$ cat src/hw/rtl/prnp_pkg.sv
`timescale 1ns / 1ps

package prnp_pkg;

  // Pilots per block.
  localparam int unsigned NumPilots = 64;
  localparam int unsigned CntW      = (NumPilots > 1) ? $clog2(NumPilots) : 1;
  // Floor of log2(NumPilots); equals log2 for a power of two.
  localparam int unsigned MeanShift = $clog2(NumPilots + 1) - 1;

  localparam int unsigned InW    = 16;  // Q2.13 input parts
  localparam int unsigned OpW    = 19;  // multiplier operand, also Q5.13 residual
  localparam int unsigned ProdW  = 2 * OpW;
  localparam int unsigned AccW   = 33;  // residual part before truncation, Q.26
  localparam int unsigned MagW   = 38;  // |e|^2
  localparam int unsigned SumW   = 44;  // accumulator
  localparam int unsigned NoiseW = 38;  // result

  typedef enum logic [3:0] {
    ST_IDLE,
    ST_P0,
    ST_P1,
    ST_P2,
    ST_P3,
    ST_SQ0,
    ST_SQ1,
    ST_MAG,
    ST_ACC
  } state_e;

  typedef enum logic [2:0] {
    MUL_GR_PR,
    MUL_GI_PI,
    MUL_GR_PI,
    MUL_GI_PR,
    MUL_ER_ER,
    MUL_EI_EI
  } mul_sel_e;

  typedef enum logic [2:0] {
    ACC_NONE,
    ACC_RE_INIT,
    ACC_RE_ADD,
    ACC_IM_INIT,
    ACC_IM_SUB
  } acc_op_e;

  typedef enum logic [1:0] {
    MAG_NONE,
    MAG_LOAD,
    MAG_ADD
  } mag_op_e;

  typedef struct packed {
    logic     load;
    mul_sel_e mul_sel;
    acc_op_e  acc_op;
    mag_op_e  mag_op;
    logic     sum_upd;
    logic     emit;
  } cmd_t;

  typedef struct packed {
    logic last_pilot;
  } status_t;

  // Q.26 residual part to Q5.13: floor by arithmetic shift, then saturate.
  function automatic logic signed [OpW-1:0] quant_q5_13(input logic signed [AccW-1:0] v);
    logic signed [AccW-14:0] s;
    logic signed [OpW-1:0]   r;
    s = v[AccW-1:13];
    if (s[AccW-14] != s[AccW-15]) begin
      r = s[AccW-14] ? {1'b1, {(OpW-1){1'b0}}} : {1'b0, {(OpW-1){1'b1}}};
    end else begin
      r = s[OpW-1:0];
    end
    return r;
  endfunction

endpackage

$ cat src/hw/rtl/prnp_datapath.sv
`timescale 1ns / 1ps

module prnp_datapath (
  input  logic                            clk_i,
  input  logic                            rst_ni,
  input  prnp_pkg::cmd_t                  cmd_i,
  output prnp_pkg::status_t               status_o,
  input  logic signed [prnp_pkg::InW-1:0] rx_re_i,
  input  logic signed [prnp_pkg::InW-1:0] rx_im_i,
  input  logic signed [prnp_pkg::InW-1:0] gain_re_i,
  input  logic signed [prnp_pkg::InW-1:0] gain_im_i,
  input  logic signed [prnp_pkg::InW-1:0] pilot_re_i,
  input  logic signed [prnp_pkg::InW-1:0] pilot_im_i,
  output logic [prnp_pkg::NoiseW-1:0]     noise_power_o
);

  logic signed [prnp_pkg::InW-1:0]   rr_q, ri_q, gr_q, gi_q, pr_q, pi_q;
  logic signed [prnp_pkg::OpW-1:0]   op_a, op_b, er, ei;
  logic signed [prnp_pkg::ProdW-1:0] prod_d, prod_q;
  logic signed [prnp_pkg::AccW-1:0]  acc_re_d, acc_re_q, acc_im_d, acc_im_q, prod_acc;
  logic [prnp_pkg::MagW-1:0]         mag_d, mag_q, prod_sq;
  logic [prnp_pkg::SumW:0]           sum_wide;
  logic [prnp_pkg::SumW-1:0]         sum_next, sum_d, sum_q, sum_mean;
  logic [prnp_pkg::CntW-1:0]         count_d, count_q;
  logic [prnp_pkg::NoiseW-1:0]       noise_d, noise_q;

  function automatic logic signed [prnp_pkg::OpW-1:0] ext(
    input logic signed [prnp_pkg::InW-1:0] v);
    return {{(prnp_pkg::OpW - prnp_pkg::InW){v[prnp_pkg::InW-1]}}, v};
  endfunction

  function automatic logic signed [prnp_pkg::AccW-1:0] scale(
    input logic signed [prnp_pkg::InW-1:0] v);
    return {{(prnp_pkg::AccW - prnp_pkg::InW - 13){v[prnp_pkg::InW-1]}}, v, 13'b0};
  endfunction

  always_ff @(posedge clk_i) begin
    if (cmd_i.load) begin
      rr_q <= rx_re_i;
      ri_q <= rx_im_i;
      gr_q <= gain_re_i;
      gi_q <= gain_im_i;
      pr_q <= pilot_re_i;
      pi_q <= pilot_im_i;
    end
  end

  assign er = prnp_pkg::quant_q5_13(acc_re_q);
  assign ei = prnp_pkg::quant_q5_13(acc_im_q);

  // Shared multiplier, one product per cycle.
  always_comb begin
    case (cmd_i.mul_sel)
      prnp_pkg::MUL_GR_PR: begin op_a = ext(gr_q); op_b = ext(pr_q); end
      prnp_pkg::MUL_GI_PI: begin op_a = ext(gi_q); op_b = ext(pi_q); end
      prnp_pkg::MUL_GR_PI: begin op_a = ext(gr_q); op_b = ext(pi_q); end
      prnp_pkg::MUL_GI_PR: begin op_a = ext(gi_q); op_b = ext(pr_q); end
      prnp_pkg::MUL_ER_ER: begin op_a = er;        op_b = er;        end
      prnp_pkg::MUL_EI_EI: begin op_a = ei;        op_b = ei;        end
      default:             begin op_a = '0;        op_b = '0;        end
    endcase
  end

  assign prod_d   = op_a * op_b;
  assign prod_acc = prod_q[prnp_pkg::AccW-1:0];
  assign prod_sq  = {1'b0, prod_q[prnp_pkg::MagW-2:0]};

  always_comb begin
    acc_re_d = acc_re_q;
    acc_im_d = acc_im_q;
    case (cmd_i.acc_op)
      prnp_pkg::ACC_RE_INIT: acc_re_d = scale(rr_q) - prod_acc;
      prnp_pkg::ACC_RE_ADD:  acc_re_d = acc_re_q + prod_acc;
      prnp_pkg::ACC_IM_INIT: acc_im_d = scale(ri_q) - prod_acc;
      prnp_pkg::ACC_IM_SUB:  acc_im_d = acc_im_q - prod_acc;
      default: ;
    endcase
  end

  always_comb begin
    case (cmd_i.mag_op)
      prnp_pkg::MAG_LOAD: mag_d = prod_sq;
      prnp_pkg::MAG_ADD:  mag_d = mag_q + prod_sq;
      default:            mag_d = mag_q;
    endcase
  end

  always_ff @(posedge clk_i) begin
    prod_q   <= prod_d;
    acc_re_q <= acc_re_d;
    acc_im_q <= acc_im_d;
    mag_q    <= mag_d;
    noise_q  <= noise_d;
  end

  assign sum_wide = {1'b0, sum_q} + {{(prnp_pkg::SumW + 1 - prnp_pkg::MagW){1'b0}}, mag_q};
  assign sum_next = sum_wide[prnp_pkg::SumW] ? '1 : sum_wide[prnp_pkg::SumW-1:0];
  assign sum_mean = sum_next >> prnp_pkg::MeanShift;

  assign status_o.last_pilot =
      (count_q == prnp_pkg::CntW'(prnp_pkg::NumPilots - 1));

  always_comb begin
    sum_d   = sum_q;
    count_d = count_q;
    noise_d = noise_q;
    if (cmd_i.sum_upd) begin
      if (status_o.last_pilot) begin
        sum_d   = '0;
        count_d = '0;
      end else begin
        sum_d   = sum_next;
        count_d = count_q + 1'b1;
      end
    end
    if (cmd_i.emit) begin
      noise_d = sum_mean[prnp_pkg::NoiseW-1:0];
    end
  end

  always_ff @(posedge clk_i or negedge rst_ni) begin
    if (!rst_ni) begin
      sum_q   <= '0;
      count_q <= '0;
    end else begin
      sum_q   <= sum_d;
      count_q <= count_d;
    end
  end

  assign noise_power_o = noise_q;

  a_block_clears: assert property (@(posedge clk_i) disable iff (!rst_ni)
    (cmd_i.sum_upd && status_o.last_pilot) |=> (sum_q == '0 && count_q == '0))
    else $error("accumulator not cleared after the last pilot of a block");

endmodule

$ cat src/hw/rtl/prnp_ctrl.sv
`timescale 1ns / 1ps

module prnp_ctrl (
  input  logic                       clk_i,
  input  logic                       rst_ni,
  input  logic                       in_valid_i,
  output logic                       in_ready_o,
  output logic                       out_valid_o,
  input  logic                       out_ready_i,
  output prnp_pkg::cmd_t             cmd_o,
  input  prnp_pkg::status_t          status_i
);

  prnp_pkg::state_e state_d, state_q;
  logic             out_valid_d, out_valid_q;

  always_ff @(posedge clk_i or negedge rst_ni) begin
    if (!rst_ni) begin
      state_q     <= prnp_pkg::ST_IDLE;
      out_valid_q <= 1'b0;
    end else begin
      state_q     <= state_d;
      out_valid_q <= out_valid_d;
    end
  end

  always_comb begin
    state_d       = state_q;
    out_valid_d   = out_valid_q && !out_ready_i;
    in_ready_o    = 1'b0;
    cmd_o.load    = 1'b0;
    cmd_o.mul_sel = prnp_pkg::MUL_GR_PR;
    cmd_o.acc_op  = prnp_pkg::ACC_NONE;
    cmd_o.mag_op  = prnp_pkg::MAG_NONE;
    cmd_o.sum_upd = 1'b0;
    cmd_o.emit    = 1'b0;
    case (state_q)
      prnp_pkg::ST_IDLE: begin
        in_ready_o = 1'b1;
        cmd_o.load = in_valid_i;
        if (in_valid_i) begin
          state_d = prnp_pkg::ST_P0;
        end
      end
      prnp_pkg::ST_P0: begin
        cmd_o.mul_sel = prnp_pkg::MUL_GR_PR;
        state_d       = prnp_pkg::ST_P1;
      end
      prnp_pkg::ST_P1: begin
        cmd_o.mul_sel = prnp_pkg::MUL_GI_PI;
        cmd_o.acc_op  = prnp_pkg::ACC_RE_INIT;
        state_d       = prnp_pkg::ST_P2;
      end
      prnp_pkg::ST_P2: begin
        cmd_o.mul_sel = prnp_pkg::MUL_GR_PI;
        cmd_o.acc_op  = prnp_pkg::ACC_RE_ADD;
        state_d       = prnp_pkg::ST_P3;
      end
      prnp_pkg::ST_P3: begin
        cmd_o.mul_sel = prnp_pkg::MUL_GI_PR;
        cmd_o.acc_op  = prnp_pkg::ACC_IM_INIT;
        state_d       = prnp_pkg::ST_SQ0;
      end
      prnp_pkg::ST_SQ0: begin
        cmd_o.mul_sel = prnp_pkg::MUL_ER_ER;
        cmd_o.acc_op  = prnp_pkg::ACC_IM_SUB;
        state_d       = prnp_pkg::ST_SQ1;
      end
      prnp_pkg::ST_SQ1: begin
        cmd_o.mul_sel = prnp_pkg::MUL_EI_EI;
        cmd_o.mag_op  = prnp_pkg::MAG_LOAD;
        state_d       = prnp_pkg::ST_MAG;
      end
      prnp_pkg::ST_MAG: begin
        cmd_o.mag_op = prnp_pkg::MAG_ADD;
        state_d      = prnp_pkg::ST_ACC;
      end
      prnp_pkg::ST_ACC: begin
        // A closing pilot waits while the previous mean is still untaken.
        if (!(status_i.last_pilot && out_valid_q && !out_ready_i)) begin
          cmd_o.sum_upd = 1'b1;
          cmd_o.emit    = status_i.last_pilot;
          if (status_i.last_pilot) begin
            out_valid_d = 1'b1;
          end
          state_d = prnp_pkg::ST_IDLE;
        end
      end
      default: begin
        state_d = prnp_pkg::ST_IDLE;
      end
    endcase
  end

  assign out_valid_o = out_valid_q;

  a_accept_starts: assert property (@(posedge clk_i) disable iff (!rst_ni)
    (in_valid_i && in_ready_o) |=> (state_q == prnp_pkg::ST_P0))
    else $error("accepted pilot did not start the product sequence");

  a_emit_on_last: assert property (@(posedge clk_i) disable iff (!rst_ni)
    cmd_o.emit |-> (state_q == prnp_pkg::ST_ACC && status_i.last_pilot))
    else $error("mean emitted outside the closing pilot");

  a_no_overwrite: assert property (@(posedge clk_i) disable iff (!rst_ni)
    cmd_o.emit |-> (!out_valid_q || out_ready_i))
    else $error("pending mean overwritten before its transfer");

endmodule

$ cat src/hw/rtl/pilot_residual_noise_power_core.sv
`timescale 1ns / 1ps

// Channel   Direction  Handshake                  Payload
// pilot     in         in_valid_i / in_ready_o    rx_*, gain_*, pilot_* (signed Q2.13)
// result    out        out_valid_o / out_ready_i  noise_power_o (unsigned, 26 frac bits)
//
// Each pilot passes through IDLE (the input transfer), P0 to P3, SQ0, SQ1, MAG and ACC; in P0
// to SQ1 one shared 19 x 19 multiplier forms the four real products of g * p and two squares.
// Input ready is high only while the block is idle, so that shared multiplier sets the rate.
// Reset clears the state machine, the pilot count and the accumulator; no clearing pass.
// A closing pilot waits in its last step while the previous mean has not been taken;
// otherwise the output register lets work continue while a result waits.

module pilot_residual_noise_power_core (
  input  logic                            clk_i,
  input  logic                            rst_ni,
  input  logic                            in_valid_i,
  output logic                            in_ready_o,
  input  logic signed [prnp_pkg::InW-1:0] rx_re_i,
  input  logic signed [prnp_pkg::InW-1:0] rx_im_i,
  input  logic signed [prnp_pkg::InW-1:0] gain_re_i,
  input  logic signed [prnp_pkg::InW-1:0] gain_im_i,
  input  logic signed [prnp_pkg::InW-1:0] pilot_re_i,
  input  logic signed [prnp_pkg::InW-1:0] pilot_im_i,
  output logic                            out_valid_o,
  input  logic                            out_ready_i,
  output logic [prnp_pkg::NoiseW-1:0]     noise_power_o
);

  // Commands flow from the controller to the datapath; the datapath reports only
  // whether the current pilot closes a block.
  prnp_pkg::cmd_t    cmd;
  prnp_pkg::status_t status;

  prnp_ctrl u_ctrl (
    .clk_i       (clk_i),
    .rst_ni      (rst_ni),
    .in_valid_i  (in_valid_i),
    .in_ready_o  (in_ready_o),
    .out_valid_o (out_valid_o),
    .out_ready_i (out_ready_i),
    .cmd_o       (cmd),
    .status_i    (status)
  );

  // The datapath forms the residual in Q.26, truncates it to Q5.13 with saturation,
  // and adds its squared magnitude into a saturating 44-bit accumulator. The mean is
  // the accumulator shifted right by log2 of the block length.
  prnp_datapath u_datapath (
    .clk_i         (clk_i),
    .rst_ni        (rst_ni),
    .cmd_i         (cmd),
    .status_o      (status),
    .rx_re_i       (rx_re_i),
    .rx_im_i       (rx_im_i),
    .gain_re_i     (gain_re_i),
    .gain_im_i     (gain_im_i),
    .pilot_re_i    (pilot_re_i),
    .pilot_im_i    (pilot_im_i),
    .noise_power_o (noise_power_o)
  );

endmodule
$ cat config.mk
export PLATFORM = sky130hd
export DESIGN_NAME = pilot_residual_noise_power_core
export DESIGN_NICKNAME = d
export VERILOG_FILES = /design/src/hw/rtl/prnp_pkg.sv /design/src/hw/rtl/prnp_datapath.sv /design/src/hw/rtl/prnp_ctrl.sv /design/src/hw/rtl/pilot_residual_noise_power_core.sv
export SDC_FILE = /design/constraint.sdc
export NUM_CORES = 2
export LEC_CHECK = 0
export BUFFER_PORTS_ARGS = -buffer_cell sky130_fd_sc_hd__buf_4
export CAP_MARGIN = 20
export CORE_MARGIN = 2
export CORE_UTILIZATION = 64
export DETAILED_ROUTE_END_ITERATION = 7
export PLACE_DENSITY = 0.8
export SYNTH_ARGS = -nofsm -noshare
export SYNTH_HDL_FRONTEND = slang
export SYNTH_SLANG_ARGS = --single-unit
$ cat constraint.sdc
create_clock -name clk_i -period 12.9 [get_ports clk_i]
set_input_delay 1.935 -clock clk_i [delete_from_list [all_inputs] [get_ports clk_i]]
set_output_delay 1.935 -clock clk_i [all_outputs]
set_load 0.1 [all_outputs]
==> reports/results.ini <==
[die]
start_util_pct = 64.74
ios = 140
rows = 83
chipHeight_um = 232.0
die-width_um = 232.0
coreArea_um2 = 51410
die-area_um2 = 53840

[synth]
syn_area_um2 = 33280
synth_edf_count = 238
ys_seq_area_share_pct = 27.84
synth_top_area_cell = fa_1
ys_top_cells_by_area = fa_1, edfxtp_1, ha_1, inv_1, dfrtp_1
avgSynthCellArea_um2 = 9.714
syn_nets = 4169
async_reset_ff_share_pct = 16.67
synth_common_cells = inv_1, fa_1, nand2_1
synthFlopType = edfxtp_1
synth.most_common_cell = inv_1
ys.warnings.count = 0
ys_ff_latch = 330
synthCells = 3426
ys_types = 84
synth_top_area_share_pct = 22.08

[placed_design]
dp_hpwl_um = 74490
place_congestion = 0.9822
portBuffers = 139
place_area_um2 = 35180

[timing]
grt_setup_unrepaired = no
timing.fmax_mhz = 100.0
holdWs_ns = 0.4659
hold_viol = 0
finalCritPeriodShare_pct = 77.49
slew_headroom_pct = 29.10
slew_viol_final = 0
finClkSkew_ns = 0.01902
setup_viol = 0
worstMarginPinSlew_ns = 1.064
layout_min_cycle_time_ns = 9.996
fin_setup_tns_ns = 0

[critical_path]
arrival_ns = 10.46
worstPathRequired_ns = 13.36
critical_path_class = reg2reg
worst_path_max_delay_cell = a221o_1
cpPeakStageDelay_ns = 0.76
path_max_fanout = 26
endpoint_kind = flip-flop
cp-start-kind = flip-flop
crit_top_cell = fa_1

[clocking]
htreeDepth = 2
numCtsBuffers = 40
tritoncts = built
clock_latency_ns = 0.59
cts_max_path_buffers = 3
cts.root.buffer_cell = clkbuf_16
ctsResizeCount = 0
holdBufCountCts = 0
clk_pin_slew_ns = 0.06
clock_sinks = 330
postCtsSetupRepairBufs = 0

[cells_and_area]
fin_area_um2 = 36560
nets = 4292
num_antenna_cells = 0
syn2layout_area_growth_pct = 9.869
final_layout_size_suffix_gt1_share_pct = 9.162

[global_route]
grt_max_degree = 74
grt_pass1_wl_um = 148200
antenna_found_initial = 0
grtUsageTotal_pct = 36.02
gr-total-overflow = 0
grt_pass1_vias = 27270

[detailed_routing]
drt_iter0_drc = 2786
vias = 26900
route.detailed.drc = 0
met1_length_um = 38440
wl_met3_um = 9516
routedWlPerCell_um = 22.38
drt-vias-per-instance = 6.314
antenna_left = 0
wl_met2_um = 43390
wl_um = 95340
firstDrtPassIters = 7
routed.top_layer = met4

[run]
drv_cap = 0

[run_status]
status = finished, final reports clean

[worst_hold_path]
worstHoldPathType = reg2reg

-- worst max-delay path, delay by kind of cell (launching register included) --
family	cells	cell delay, ns
xor gates and xnor gates	1	0.12
DFF	1	0.75
and+or+nand+nor	6	1.86
AOI/OAI and AO/OA	8	3.03
buffers and inverters	3	0.25
adders and majority gates	8	3.86
-- kinds of logic after synthesis --
kind of cell	after synthesis	synth area share [%]
simple gates	928	12.49
buf+inv	581	6.594
xor+xnor	178	4.685
fa+ha+maj	643	32.45
flops	330	27.84
compound gates	733	14.87
mux	33	1.072
-- placed cells by master, fill, tap and decap left out, drive strengths merged, types with 35 or more instances in the layout --
master and n:
a21o 87, a21oi 178, a22o 35, buf 190
clkbuf 48, dfrtp 55, dfxtp 37, edfxtp 238
fa 367, ha 276, inv 478, nand2 360
nand3 47, nor2 279, nor2b 41, o21a 35
o21ai 149, xnor2 121, xor2 57
-- worst paths after layout --
kind	startpoint	end	slack, ns	depth (start not counted)
worst max-delay path	u_ctrl.state_q[0]	u_datapath.prod_q[35]	2.90	26
worst min-delay path	u_datapath.count_q[4]	u_datapath.count_q[4]	0.47	1
worst max register to register	u_ctrl.state_q[0]	u_datapath.prod_q[35]	2.90	26
worst min register to register	u_datapath.count_q[4]	u_datapath.count_q[4]	0.47	1
max in group asynchronous	rst_ni	u_ctrl.state_q[0]	10.97	1
min in group asynchronous	rst_ni	u_datapath.sum_q[12]	1.44	1
-- sequential cells by signal (all words and copies together), names as in the netlist, 33 cells and up --
register	flops
u_datapath.mag_q	38
u_datapath.prod_q	37
u_datapath.acc_re_q	33
u_datapath.noise_power_o	38
u_datapath.acc_im_q	33
u_datapath.sum_q	44
-- area by class of cell --
class	instances	area, um^2
fill	3872	14840
inverter	472	1772
clock inverter	25	276.5
clock buffer	48	1084
timing repair buffer	190	1454
multi-input combinational	2515	21860
sequential	330	9264
tap	680	850.8
-- metrics by stage --
stage                     instances  setup WS (ns)  util (%)
after global placement         4185          3.611     68.40
after global routing           4260          2.419     71.13
final                          4260          2.904     71.13
after detailed placement       4186          3.223     68.43
after floorplan                3426          3.925         -
after CTS                      4259          3.153     71.07
-- layer usage --
layer | vias up | track usage (%)
met2 | 1508 | 56.98
met4 | 0 | 13.88
met1 | 13210 | 49.46
met3 | 281 | 6.913
met5 | - | 0
li1 | 11900 | -
Power is left out: the tool's default activity adds up to more than one toggle a clock period on the data nets, which glitch-free logic cannot reach.
